<file path="config.mk">
export PLATFORM = sky130hd
export DESIGN_NAME = dual_beam_direction_counter_flat
export DESIGN_NICKNAME = d
export VERILOG_FILES = /design/src/rtl/dbdc_pkg.sv /design/src/rtl/dbdc_if.sv /design/src/rtl/dbdc_convert.sv /design/src/rtl/dbdc_core.sv /design/src/rtl/dual_beam_direction_counter.sv /design/src/flat_wrapper.sv
export SDC_FILE = /design/constraint.sdc
export NUM_CORES = 2
export LEC_CHECK = 0
export CORE_UTILIZATION = 35
export DETAILED_ROUTE_END_ITERATION = 6
export DONT_BUFFER_PORTS = 1
export PLACE_DENSITY = 0.53
export SKIP_CTS_REPAIR_TIMING = 1
export SLEW_MARGIN = 20
export SYNTH_ARGS = -nofsm -noshare
export SYNTH_HDL_FRONTEND = slang
export SYNTH_SLANG_ARGS = --single-unit
</file>
<file path="constraint.sdc">
create_clock -name i_clk -period 15.8 [get_ports i_clk]
set_input_delay 0.79 -clock i_clk [delete_from_list [all_inputs] [get_ports i_clk]]
set_output_delay 0.79 -clock i_clk [all_outputs]
set_load 0.02 [all_outputs]
</file>
<file path="src/rtl/dbdc_pkg.sv">
// shared types, constants and register codes for the dual beam direction counter
package dbdc_pkg;

    localparam int TIME_W  = 32;
    localparam int ECHO_W  = 16;
    localparam int DIST_W  = 14;
    localparam int OUT_W   = 16;
    localparam int PHASE_W = 3;
    localparam int EVENT_W = 2;
    localparam int IDX_W   = 3;
    localparam int DATA_W  = 16;
    localparam int WIN_W   = 16;

    // width to tenths of cm: (width * 2810) >> 14
    localparam int CONV_MULT_W = 12;
    localparam int PROD_W      = ECHO_W + CONV_MULT_W;
    localparam logic [CONV_MULT_W-1:0] CONV_MULT  = 12'd2810;
    localparam int                     CONV_SHIFT = 14;

    localparam logic [DIST_W-1:0] NO_ECHO   = 14'd9990;
    localparam logic [DIST_W-1:0] DIST_MIN  = 14'd20;
    localparam logic [DIST_W-1:0] DIST_MAX  = 14'd4000;

    localparam int HIST_DEPTH = 3;
    localparam int SLOT_W     = 2;

    localparam logic ACT_SAMPLE = 1'b0;
    localparam logic ACT_RESET  = 1'b1;

    // register reset values
    localparam logic [DIST_W-1:0] ENTER_RST    = 14'd300;
    localparam logic [DIST_W-1:0] LEAVE_RST    = 14'd400;
    localparam logic [WIN_W-1:0]  WINDOW_RST   = 16'd1500;
    localparam logic [WIN_W-1:0]  COOLDOWN_RST = 16'd300;
    localparam logic [ECHO_W-1:0] TIMEOUT_RST  = 16'd10000;

    typedef enum logic [IDX_W-1:0] {
        REG_ENTER    = 3'd0,
        REG_LEAVE    = 3'd1,
        REG_WINDOW   = 3'd2,
        REG_COOLDOWN = 3'd3,
        REG_SWAP     = 3'd4,
        REG_TIMEOUT  = 3'd5
    } t_reg_idx;

    typedef enum logic [PHASE_W-1:0] {
        PH_IDLE      = 3'd0,
        PH_IN_START  = 3'd1,
        PH_IN_MID    = 3'd2,
        PH_OUT_START = 3'd3,
        PH_OUT_MID   = 3'd4
    } t_phase;

    typedef enum logic [EVENT_W-1:0] {
        EV_NONE   = 2'd0,
        EV_BOARD  = 2'd1,
        EV_ALIGHT = 2'd2,
        EV_RESET  = 2'd3
    } t_event;

    typedef struct packed {
        logic [DIST_W-1:0] enter_threshold;
        logic [DIST_W-1:0] leave_threshold;
        logic [WIN_W-1:0]  traversal_window_ms;
        logic [WIN_W-1:0]  rearm_ms;
        logic              swap_beams;
        logic [ECHO_W-1:0] echo_timeout_us;
    } t_cfg;

    // item after distance conversion
    typedef struct packed {
        logic              action;
        logic [TIME_W-1:0] now_ms;
        logic [DIST_W-1:0] near_tenths;
        logic [DIST_W-1:0] far_tenths;
    } t_item;

    typedef struct packed {
        t_event             event_res;
        logic [OUT_W-1:0]   occupancy;
        logic [OUT_W-1:0]   boarded_total;
        logic [OUT_W-1:0]   alighted_total;
        logic [DIST_W-1:0]  near_filtered;
        logic [DIST_W-1:0]  far_filtered;
        logic               near_blocked;
        logic               far_blocked;
        logic [PHASE_W-1:0] phase;
    } t_result;

endpackage

</file>
<file path="src/rtl/dbdc_if.sv">
// channel interfaces: sample input, result output and register write
interface dbdc_in_if;
    logic                          valid;
    logic                          ready;
    logic                          action;
    logic [dbdc_pkg::TIME_W-1:0]   now_ms;
    logic [dbdc_pkg::ECHO_W-1:0]   echo_near_us;
    logic [dbdc_pkg::ECHO_W-1:0]   echo_far_us;

    modport source (output valid, action, now_ms, echo_near_us, echo_far_us, input ready);
    modport sink   (input valid, action, now_ms, echo_near_us, echo_far_us, output ready);
endinterface

interface dbdc_out_if;
    logic                          valid;
    logic                          ready;
    logic [dbdc_pkg::EVENT_W-1:0]  event_res;
    logic [dbdc_pkg::OUT_W-1:0]    occupancy;
    logic [dbdc_pkg::OUT_W-1:0]    boarded_total;
    logic [dbdc_pkg::OUT_W-1:0]    alighted_total;
    logic [dbdc_pkg::DIST_W-1:0]   near_filtered;
    logic [dbdc_pkg::DIST_W-1:0]   far_filtered;
    logic                          near_blocked;
    logic                          far_blocked;
    logic [dbdc_pkg::PHASE_W-1:0]  phase;

    modport source (output valid, event_res, occupancy, boarded_total, alighted_total,
                    near_filtered, far_filtered, near_blocked, far_blocked, phase,
                    input ready);
    modport sink   (input valid, event_res, occupancy, boarded_total, alighted_total,
                    near_filtered, far_filtered, near_blocked, far_blocked, phase,
                    output ready);
endinterface

interface dbdc_cfg_if;
    logic                          valid;
    logic                          ready;
    logic [dbdc_pkg::IDX_W-1:0]    index;
    logic [dbdc_pkg::DATA_W-1:0]   data;

    modport source (output valid, index, data, input ready);
    modport sink   (input valid, index, data, output ready);
endinterface

</file>
<file path="src/rtl/dbdc_convert.sv">
// echo width to distance in tenths of cm, with no-echo detection
module dbdc_convert (
    input  logic [dbdc_pkg::ECHO_W-1:0] i_width_us,
    input  logic [dbdc_pkg::ECHO_W-1:0] i_timeout_us,
    output logic [dbdc_pkg::DIST_W-1:0] o_tenths
);

    logic [dbdc_pkg::PROD_W-1:0] product;
    logic [dbdc_pkg::DIST_W-1:0] tenths;
    logic                        no_echo;

    assign product = dbdc_pkg::PROD_W'(i_width_us) * dbdc_pkg::PROD_W'(dbdc_pkg::CONV_MULT);
    assign tenths  = dbdc_pkg::DIST_W'(product >> dbdc_pkg::CONV_SHIFT);

    assign no_echo = (i_width_us == '0) || (i_width_us >= i_timeout_us)
                  || (tenths < dbdc_pkg::DIST_MIN) || (tenths > dbdc_pkg::DIST_MAX);

    assign o_tenths = no_echo ? dbdc_pkg::NO_ECHO : tenths;

endmodule

</file>
<file path="src/rtl/dbdc_core.sv">
// median rings, hysteresis latches, traversal machine, counters and result register
module dbdc_core #(
    parameter int COUNT_WIDTH = 16
) (
    input  logic              i_clk,
    input  logic              i_rst_n,
    input  logic              i_fire,
    input  dbdc_pkg::t_item   i_item,
    input  dbdc_pkg::t_cfg    i_cfg,
    output dbdc_pkg::t_result o_res
);

    localparam logic [COUNT_WIDTH-1:0] CNT_MAX = '1;
    localparam int                     DW      = dbdc_pkg::DIST_W;
    localparam int                     TW      = dbdc_pkg::TIME_W;

    function automatic logic [DW-1:0] mid3(input logic [DW-1:0] a,
                                           input logic [DW-1:0] b,
                                           input logic [DW-1:0] c);
        logic [DW-1:0] m;
        if ((a <= b && b <= c) || (c <= b && b <= a)) begin
            m = b;
        end else if ((b <= a && a <= c) || (c <= a && a <= b)) begin
            m = a;
        end else begin
            m = c;
        end
        return m;
    endfunction

    logic [DW-1:0]                  r_near_hist [dbdc_pkg::HIST_DEPTH];
    logic [DW-1:0]                  r_far_hist  [dbdc_pkg::HIST_DEPTH];
    logic [DW-1:0]                  n_near_hist [dbdc_pkg::HIST_DEPTH];
    logic [DW-1:0]                  n_far_hist  [dbdc_pkg::HIST_DEPTH];
    logic [dbdc_pkg::SLOT_W-1:0]    r_slot, n_slot;
    logic                           r_near_latch, n_near_latch;
    logic                           r_far_latch, n_far_latch;
    dbdc_pkg::t_phase               r_phase, n_phase;
    logic [TW-1:0]                  r_phase_start, n_phase_start;
    logic [TW-1:0]                  r_last_count, n_last_count;
    logic [COUNT_WIDTH-1:0]         r_occ, n_occ;
    logic [COUNT_WIDTH-1:0]         r_board, n_board;
    logic [COUNT_WIDTH-1:0]         r_alight, n_alight;
    dbdc_pkg::t_result              r_res, n_res;
    dbdc_pkg::t_event               n_event;

    logic          sample;
    logic [DW-1:0] med_near, med_far;
    logic          beam0, beam1;
    logic [TW-1:0] phase_age, count_age;
    logic          window_over, cooling;
    logic          count_in, count_out;

    assign sample = (i_item.action == dbdc_pkg::ACT_SAMPLE);

    // ring write at the current slot, median over the updated ring
    always_comb begin
        for (int k = 0; k < dbdc_pkg::HIST_DEPTH; k++) begin
            n_near_hist[k] = r_near_hist[k];
            n_far_hist[k]  = r_far_hist[k];
        end
        n_slot = r_slot;
        if (sample) begin
            n_near_hist[r_slot] = i_item.near_tenths;
            n_far_hist[r_slot]  = i_item.far_tenths;
            n_slot = (r_slot == dbdc_pkg::SLOT_W'(dbdc_pkg::HIST_DEPTH - 1))
                   ? '0 : r_slot + 1'b1;
        end
    end

    assign med_near = mid3(n_near_hist[0], n_near_hist[1], n_near_hist[2]);
    assign med_far  = mid3(n_far_hist[0], n_far_hist[1], n_far_hist[2]);

    always_comb begin
        n_near_latch = r_near_latch;
        n_far_latch  = r_far_latch;
        if (sample) begin
            n_near_latch = r_near_latch ? (med_near < i_cfg.leave_threshold)
                                        : (med_near < i_cfg.enter_threshold);
            n_far_latch  = r_far_latch ? (med_far < i_cfg.leave_threshold)
                                       : (med_far < i_cfg.enter_threshold);
        end
    end

    assign beam0 = i_cfg.swap_beams ? n_far_latch : n_near_latch;
    assign beam1 = i_cfg.swap_beams ? n_near_latch : n_far_latch;

    // wrapping time differences
    assign phase_age   = i_item.now_ms - r_phase_start;
    assign count_age   = i_item.now_ms - r_last_count;
    assign window_over = phase_age > TW'(i_cfg.traversal_window_ms);
    assign cooling     = count_age < TW'(i_cfg.rearm_ms);

    assign count_in  = sample && (r_phase == dbdc_pkg::PH_IN_MID) && !beam0 && !beam1;
    assign count_out = sample && (r_phase == dbdc_pkg::PH_OUT_MID) && !beam0 && !beam1;

    // traversal machine: next state
    always_comb begin
        n_phase       = r_phase;
        n_phase_start = r_phase_start;
        if (!sample) begin
            n_phase = dbdc_pkg::PH_IDLE;
        end else begin
            unique case (r_phase)
                dbdc_pkg::PH_IDLE: begin
                    if (!cooling) begin
                        if (beam0 && !beam1) begin
                            n_phase       = dbdc_pkg::PH_IN_START;
                            n_phase_start = i_item.now_ms;
                        end else if (beam1 && !beam0) begin
                            n_phase       = dbdc_pkg::PH_OUT_START;
                            n_phase_start = i_item.now_ms;
                        end
                    end
                end
                dbdc_pkg::PH_IN_START: begin
                    if (beam1) begin
                        n_phase       = dbdc_pkg::PH_IN_MID;
                        n_phase_start = i_item.now_ms;
                    end else if (window_over) begin
                        n_phase = dbdc_pkg::PH_IDLE;
                    end
                end
                dbdc_pkg::PH_OUT_START: begin
                    if (beam0) begin
                        n_phase       = dbdc_pkg::PH_OUT_MID;
                        n_phase_start = i_item.now_ms;
                    end else if (window_over) begin
                        n_phase = dbdc_pkg::PH_IDLE;
                    end
                end
                dbdc_pkg::PH_IN_MID,
                dbdc_pkg::PH_OUT_MID: begin
                    if ((!beam0 && !beam1) || window_over) begin
                        n_phase = dbdc_pkg::PH_IDLE;
                    end
                end
                default: begin
                    n_phase = dbdc_pkg::PH_IDLE;
                end
            endcase
        end
    end

    // traversal machine: counters and event
    always_comb begin
        n_event      = dbdc_pkg::EV_NONE;
        n_occ        = r_occ;
        n_board      = r_board;
        n_alight     = r_alight;
        n_last_count = r_last_count;
        priority if (!sample) begin
            n_event  = dbdc_pkg::EV_RESET;
            n_occ    = '0;
            n_board  = '0;
            n_alight = '0;
        end else if (count_in) begin
            n_event      = dbdc_pkg::EV_BOARD;
            n_board      = r_board + 1'b1;
            n_occ        = (r_occ == CNT_MAX) ? r_occ : r_occ + 1'b1;
            n_last_count = i_item.now_ms;
        end else if (count_out) begin
            n_event      = dbdc_pkg::EV_ALIGHT;
            n_alight     = r_alight + 1'b1;
            n_occ        = (r_occ == '0) ? r_occ : r_occ - 1'b1;
            n_last_count = i_item.now_ms;
        end else begin
            n_event = dbdc_pkg::EV_NONE;
        end
    end

    always_comb begin
        n_res.event_res      = n_event;
        n_res.occupancy      = dbdc_pkg::OUT_W'(n_occ);
        n_res.boarded_total  = dbdc_pkg::OUT_W'(n_board);
        n_res.alighted_total = dbdc_pkg::OUT_W'(n_alight);
        n_res.near_filtered  = med_near;
        n_res.far_filtered   = med_far;
        n_res.near_blocked   = n_near_latch;
        n_res.far_blocked    = n_far_latch;
        n_res.phase          = n_phase;
    end

    always_ff @(posedge i_clk) begin
        if (!i_rst_n) begin
            for (int k = 0; k < dbdc_pkg::HIST_DEPTH; k++) begin
                r_near_hist[k] <= dbdc_pkg::NO_ECHO;
                r_far_hist[k]  <= dbdc_pkg::NO_ECHO;
            end
            r_slot        <= '0;
            r_near_latch  <= 1'b0;
            r_far_latch   <= 1'b0;
            r_phase       <= dbdc_pkg::PH_IDLE;
            r_phase_start <= '0;
            r_last_count  <= '0;
            r_occ         <= '0;
            r_board       <= '0;
            r_alight      <= '0;
        end else if (i_fire) begin
            for (int k = 0; k < dbdc_pkg::HIST_DEPTH; k++) begin
                r_near_hist[k] <= n_near_hist[k];
                r_far_hist[k]  <= n_far_hist[k];
            end
            r_slot        <= n_slot;
            r_near_latch  <= n_near_latch;
            r_far_latch   <= n_far_latch;
            r_phase       <= n_phase;
            r_phase_start <= n_phase_start;
            r_last_count  <= n_last_count;
            r_occ         <= n_occ;
            r_board       <= n_board;
            r_alight      <= n_alight;
        end
    end

    always_ff @(posedge i_clk) begin
        if (i_fire) begin
            r_res <= n_res;
        end
    end

    assign o_res = r_res;

endmodule

</file>
<file path="src/rtl/dual_beam_direction_counter.sv">
// top level of the dual beam direction counter
//
// two-beam people counter for a door: each sample item carries two echo widths
// (near and far beam, microseconds) and a millisecond timestamp; a reset item
// (action 1) clears occupancy, totals and the traversal phase
// channels: i_in takes items, o_out gives exactly one result per item, i_cfg
// writes the six registers by index (always ready, write only while idle)
// pipeline: stage one converts both widths to tenths of cm (one 16x12 multiply each)
// into the input register; stage two runs the median rings, hysteresis latches,
// traversal machine and counters into the result register
// path: an accepted item goes into the input register, its result into the result register
// throughput: one item per cycle while o_out is taken, limited by the single pass through stage two
// stall: when o_out is not taken, the result register holds and the input
// register still takes one more item; i_in.ready drops only when both are full
// reset: synchronous active low; registers go to their defaults, histories to
// no echo, latches clear, phase idle, counters and time stamps zero
module dual_beam_direction_counter #(
    parameter int COUNT_WIDTH = 16
) (
    input  logic            i_clk,
    input  logic            i_rst_n,
    dbdc_in_if.sink         i_in,
    dbdc_out_if.source      o_out,
    dbdc_cfg_if.sink        i_cfg
);

    // configuration registers
    dbdc_pkg::t_cfg r_cfg;

    // stage one: converted item
    logic              r_s1_valid;
    dbdc_pkg::t_item   r_s1_item;
    dbdc_pkg::t_item   s1_item;

    // stage two: result register valid
    logic              r_out_valid;
    dbdc_pkg::t_result res;

    logic s1_ready;
    logic in_fire;
    logic s2_fire;
    logic [dbdc_pkg::DIST_W-1:0] near_tenths;
    logic [dbdc_pkg::DIST_W-1:0] far_tenths;

    assign i_cfg.ready = 1'b1;

    always_ff @(posedge i_clk) begin
        if (!i_rst_n) begin
            r_cfg.enter_threshold     <= dbdc_pkg::ENTER_RST;
            r_cfg.leave_threshold     <= dbdc_pkg::LEAVE_RST;
            r_cfg.traversal_window_ms <= dbdc_pkg::WINDOW_RST;
            r_cfg.rearm_ms            <= dbdc_pkg::COOLDOWN_RST;
            r_cfg.swap_beams          <= 1'b0;
            r_cfg.echo_timeout_us     <= dbdc_pkg::TIMEOUT_RST;
        end else if (i_cfg.valid) begin
            unique case (dbdc_pkg::t_reg_idx'(i_cfg.index))
                dbdc_pkg::REG_ENTER:    r_cfg.enter_threshold <= i_cfg.data[dbdc_pkg::DIST_W-1:0];
                dbdc_pkg::REG_LEAVE:    r_cfg.leave_threshold <= i_cfg.data[dbdc_pkg::DIST_W-1:0];
                dbdc_pkg::REG_WINDOW:   r_cfg.traversal_window_ms <= i_cfg.data;
                dbdc_pkg::REG_COOLDOWN: r_cfg.rearm_ms <= i_cfg.data;
                dbdc_pkg::REG_SWAP:     r_cfg.swap_beams <= i_cfg.data[0];
                dbdc_pkg::REG_TIMEOUT:  r_cfg.echo_timeout_us <= i_cfg.data;
                default: begin
                    // unused index, write dropped
                end
            endcase
        end
    end

    // handshake: stage two moves when the result register is free or being taken
    assign s2_fire     = r_s1_valid && (!r_out_valid || o_out.ready);
    assign s1_ready    = !r_s1_valid || s2_fire;
    assign in_fire     = i_in.valid && s1_ready;
    assign i_in.ready  = s1_ready;

    dbdc_convert u_conv_near (
        .i_width_us   (i_in.echo_near_us),
        .i_timeout_us (r_cfg.echo_timeout_us),
        .o_tenths     (near_tenths)
    );

    dbdc_convert u_conv_far (
        .i_width_us   (i_in.echo_far_us),
        .i_timeout_us (r_cfg.echo_timeout_us),
        .o_tenths     (far_tenths)
    );

    always_comb begin
        s1_item.action      = i_in.action;
        s1_item.now_ms      = i_in.now_ms;
        s1_item.near_tenths = near_tenths;
        s1_item.far_tenths  = far_tenths;
    end

    always_ff @(posedge i_clk) begin
        if (!i_rst_n) begin
            r_s1_valid <= 1'b0;
        end else if (s1_ready) begin
            r_s1_valid <= i_in.valid;
        end
    end

    // input register payload, no reset needed
    always_ff @(posedge i_clk) begin
        if (in_fire) begin
            r_s1_item <= s1_item;
        end
    end

    dbdc_core #(
        .COUNT_WIDTH (COUNT_WIDTH)
    ) u_core (
        .i_clk   (i_clk),
        .i_rst_n (i_rst_n),
        .i_fire  (s2_fire),
        .i_item  (r_s1_item),
        .i_cfg   (r_cfg),
        .o_res   (res)
    );

    always_ff @(posedge i_clk) begin
        if (!i_rst_n) begin
            r_out_valid <= 1'b0;
        end else if (s2_fire) begin
            r_out_valid <= 1'b1;
        end else if (o_out.ready) begin
            r_out_valid <= 1'b0;
        end
    end

    assign o_out.valid          = r_out_valid;
    assign o_out.event_res      = res.event_res;
    assign o_out.occupancy      = res.occupancy;
    assign o_out.boarded_total  = res.boarded_total;
    assign o_out.alighted_total = res.alighted_total;
    assign o_out.near_filtered  = res.near_filtered;
    assign o_out.far_filtered   = res.far_filtered;
    assign o_out.near_blocked   = res.near_blocked;
    assign o_out.far_blocked    = res.far_blocked;
    assign o_out.phase          = res.phase;

endmodule

</file>
<file path="src/flat_wrapper.sv">
// flat-port wrapper written by rule: the top's interface ports become plain ports
module dual_beam_direction_counter_flat 
#(
    parameter int COUNT_WIDTH = 16
)
  (i_clk, i_rst_n, i_in_valid, i_in_action, i_in_now_ms, i_in_echo_near_us, i_in_echo_far_us, i_in_ready, o_out_valid, o_out_event_res, o_out_occupancy, o_out_boarded_total, o_out_alighted_total, o_out_near_filtered, o_out_far_filtered, o_out_near_blocked, o_out_far_blocked, o_out_phase, o_out_ready, i_cfg_valid, i_cfg_index, i_cfg_data, i_cfg_ready);
  dbdc_in_if i_in_i ();
  dbdc_out_if o_out_i ();
  dbdc_cfg_if i_cfg_i ();
  input  logic i_clk;
  input  logic i_rst_n;
  input wire logic [$bits(i_in_i.valid)-1:0] i_in_valid;
  input wire logic [$bits(i_in_i.action)-1:0] i_in_action;
  input wire logic [$bits(i_in_i.now_ms)-1:0] i_in_now_ms;
  input wire logic [$bits(i_in_i.echo_near_us)-1:0] i_in_echo_near_us;
  input wire logic [$bits(i_in_i.echo_far_us)-1:0] i_in_echo_far_us;
  output wire logic [$bits(i_in_i.ready)-1:0] i_in_ready;
  output wire logic [$bits(o_out_i.valid)-1:0] o_out_valid;
  output wire logic [$bits(o_out_i.event_res)-1:0] o_out_event_res;
  output wire logic [$bits(o_out_i.occupancy)-1:0] o_out_occupancy;
  output wire logic [$bits(o_out_i.boarded_total)-1:0] o_out_boarded_total;
  output wire logic [$bits(o_out_i.alighted_total)-1:0] o_out_alighted_total;
  output wire logic [$bits(o_out_i.near_filtered)-1:0] o_out_near_filtered;
  output wire logic [$bits(o_out_i.far_filtered)-1:0] o_out_far_filtered;
  output wire logic [$bits(o_out_i.near_blocked)-1:0] o_out_near_blocked;
  output wire logic [$bits(o_out_i.far_blocked)-1:0] o_out_far_blocked;
  output wire logic [$bits(o_out_i.phase)-1:0] o_out_phase;
  input wire logic [$bits(o_out_i.ready)-1:0] o_out_ready;
  input wire logic [$bits(i_cfg_i.valid)-1:0] i_cfg_valid;
  input wire logic [$bits(i_cfg_i.index)-1:0] i_cfg_index;
  input wire logic [$bits(i_cfg_i.data)-1:0] i_cfg_data;
  output wire logic [$bits(i_cfg_i.ready)-1:0] i_cfg_ready;
  assign i_in_i.valid = i_in_valid;
  assign i_in_i.action = i_in_action;
  assign i_in_i.now_ms = i_in_now_ms;
  assign i_in_i.echo_near_us = i_in_echo_near_us;
  assign i_in_i.echo_far_us = i_in_echo_far_us;
  assign i_in_ready = i_in_i.ready;
  assign o_out_valid = o_out_i.valid;
  assign o_out_event_res = o_out_i.event_res;
  assign o_out_occupancy = o_out_i.occupancy;
  assign o_out_boarded_total = o_out_i.boarded_total;
  assign o_out_alighted_total = o_out_i.alighted_total;
  assign o_out_near_filtered = o_out_i.near_filtered;
  assign o_out_far_filtered = o_out_i.far_filtered;
  assign o_out_near_blocked = o_out_i.near_blocked;
  assign o_out_far_blocked = o_out_i.far_blocked;
  assign o_out_phase = o_out_i.phase;
  assign o_out_i.ready = o_out_ready;
  assign i_cfg_i.valid = i_cfg_valid;
  assign i_cfg_i.index = i_cfg_index;
  assign i_cfg_i.data = i_cfg_data;
  assign i_cfg_ready = i_cfg_i.ready;
  dual_beam_direction_counter #(.COUNT_WIDTH(COUNT_WIDTH)) u_core (.i_clk(i_clk), .i_rst_n(i_rst_n), .i_in(i_in_i), .o_out(o_out_i), .i_cfg(i_cfg_i));
endmodule
</file>
==> flow_metrics.py <==
metrics = {
    "route": {
        "drtAntennaViolNets": 0,
        "drt-total-wl_mm": 105,
        "vias": 28683,
        "firstDrtPassIters": 6,
        "drc": 0,
        "drtIter0Drc": 2048,
        "viasPerCell": 5.32,
        "wl_per_cell_um": 19.6,
    },
    "setup_path": {
        "critPathRequiredTime_ps": 16280,
        "worstSetupPathType": "reg2reg",
        "critPathMaxStageDelay_ps": 720,
        "crit_path_end_kind": "register",
        "worstPathMaxFanout": 42,
        "worst_path_max_delay_cell": "a21oi_2",
        "critPathMostFrequentCell": "buf_4",
        "reg2reg_depth": 33,
        "crit_arrival_ps": 10100,
        "start_kind": "register",
    },
    "clock_network": {
        "worstSkewPairLatency_ps": 630,
        "numClockSinks": 426,
        "htreeDepth": 2,
        "numCtsBuffers": 52,
        "root_buffer": "clkbuf_16",
        "path_clk_slew_ps": 60,
        "clockBufferDepth": 3,
        "cts_tree": "done",
    },
    "yosys": {
        "synth_top_area_share_pct": 18.7,
        "synth_edf_count": 228,
        "ys_ff_latch": 426,
        "syn_inst": 4074,
        "yosysMostFrequentCell": "nand2_1",
        "synth_area_leaders": "edfxtp_1, ha_1, dfxtp_1",
        "synthArstFlopShare_pct": 0,
        "synth_top_area_cell": "edfxtp_1",
        "synth_cell_type_count": 100,
        "syn_area_per_cell_um2": 8.98,
        "ys_warn_count": 0,
        "ys_seq_area_share_pct": 29.6,
        "synth_ff_type": "edfxtp_1",
        "synth_area_um2": 36600,
        "synth.top_cells.by_count": "nand2_1, ha_1, inv_1",
    },
    "final_layout": {
        "regArea_um2": 10800,
        "fin_nets": 4650,
        "layout.cells.non_filler": 5388,
        "final_cell_area_um2": 39500,
        "drive_gt1_share_pct": 4.37,
        "multiInputGateArea_um2": 23400,
        "fin_util_pct": 38.2,
        "synthToLayoutAreaGrowth_pct": 8.10,
        "n_fill_cell": 10502,
    },
    "placement": {
        "port_buffers": 0,
        "dp_slack_ps": 6340,
        "hpwlAfterDp_mm": 78.9,
        "gp_congestion": 0.902,
        "placed_area_um2": 37800,
        "dp.cells": 5288,
    },
    "global_route": {
        "grtUsageTotal_pct": 19.7,
        "grt_pass1_wl_mm": 166,
        "grt-ovfl-total": 0,
        "grt_max_degree": 111,
        "antenna_found_initial": 3,
        "grt_pass1_vias": 28062,
    },
    "sta": {
        "hold_ws_ps": 256,
        "worst_slack_ps": 6180,
        "tightest_slew_ps": 1120,
        "setup_tns_ps": 0,
        "relSlewSlack_pct": 25.4,
        "final_max_slew_viol_count": 0,
        "final-hold-violation-count": 0,
        "setup_violations": 0,
        "fmax_ghz": 0.104,
        "min_period_ps": 9620,
        "finalCritPeriodShare_pct": 60.9,
        "clock_skew_ps": 40.6,
        "rsz0062_at_grt": "false",
    },
    "power": {
        "peakVddDrop_uv": 125,
        "power.leakage_nw": 16.4,
        "power_density_nw_per_um2": 138,
        "power.total_mw": 5.44,
    },
    "status": {
        "run_status": "finished, final reports clean",
    },
    "die": {
        "core_um2": 103000,
        "io-pin-count": 175,
        "dieWidth_um": 325,
        "start_util_pct": 35.3,
        "row_count": 118,
        "dieHeight_um": 325,
        "fp.dieArea_um2": 106000,
    },
    "worst_hold_path": {
        "hold-path-cell-count": 0,
        "hp-class": "in2reg",
    },
    "flow_run": {
        "maxCapViolCount": 0,
    },
}
-- per-layer routing --
metal	vias up	GRT usage, %	part of all wire [%]
met2	707	32.1	46
met4	2	4.80	2.1
li1	14135	-	-
met5	-	0	0.019
met3	120	3.27	5.4
met1	13719	27.2	47
-- where the power goes --
group | total (mW) | switching, mW | internal (mW)
sequential | 1.42 | 0.145 | 1.27
clock | 1.21 | 0.503 | 0.710
combinational | 2.81 | 1.66 | 1.15
total | 5.44 | 2.30 | 3.14
-- final cells by class --
type / instances / share of cell area, %
multi-input cells: 3017 / 59.2
clock inverters: 23 / 0.642
inverters: 432 / 4.12
repair buffers: 33 / 0.627
clock buffers: 75 / 3.69
well taps: 1380 / 4.37
flip-flops and latches: 426 / 27.3
diodes: 2 / 0.0127
-- registers in the layout, indices dropped and copies added (netlist names), 2 cells and up --
register                     flops
u_core.u_core.o_res             83
u_core.r_cfg                    77
u_core.r_s1_item                61
u_core.u_core.r_far_hist        42
u_core.u_core.r_near_hist       42
u_core.u_core.r_last_count      32
u_core.u_core.r_phase_start     32
u_core.u_core.r_alight          16
u_core.u_core.r_board           16
u_core.u_core.r_occ             16
u_core.u_core.r_phase            3
u_core.u_core.r_slot             2
-- layout by cell type (no fill, tap or decap), types with 36 or more instances in the layout --
cell type / n
clkbuf_16: 53
or3_1: 36
a21o_1: 93
dfxtp_1: 197
a31oi_1: 44
a21oi_1: 234
nor2b_1: 37
o21ai_0: 156
edfxtp_1: 228
fa_1: 158
nor3_1: 50
o211ai_1: 62
nand3_1: 78
nor2_1: 285
and3_1: 42
xnor2_1: 111
nand2_1: 450
ha_1: 441
mux2i_1: 156
inv_1: 429
nand4_1: 66
xor2_1: 64
-- worst max-delay path, delay by kind of cell, from the launching register on --
kind	cells	cell delay [ps]
adder cells (fa/ha/maj)	2	570
multiplexers	3	860
flip-flops	1	550
AND/OR/NAND/NOR	7	1590
AO/OA/AOI/OAI	16	3610
buffers and inverters	5	2180
-- worst paths after layout --
check | from | endpoint | slack [ps]
setup reg to reg | u_core.u_core.r_slot[1] | u_core.u_core.r_last_count[2] | 6180
setup / recovery | u_core.u_core.r_slot[1] | u_core.u_core.r_last_count[2] | 6180
hold / removal | i_in_action | u_core.r_s1_item[60] | 260
hold reg to reg | u_core.r_cfg[15] | u_core.r_cfg[15] | 450
-- kinds of logic after synthesis --
| group | synth area share (%) |
|---|---|
| XOR/XNOR | 4.19 |
| AND/OR/NAND/NOR | 15.7 |
| multiplexers | 4.58 |
| AO/OA/AOI/OAI | 15.6 |
| flip-flops | 29.6 |
| adder cells (fa/ha/maj) | 23.8 |
| buffers and inverters | 6.65 |
| other | 0.0205 |
(Power assumes the default switching activity.)
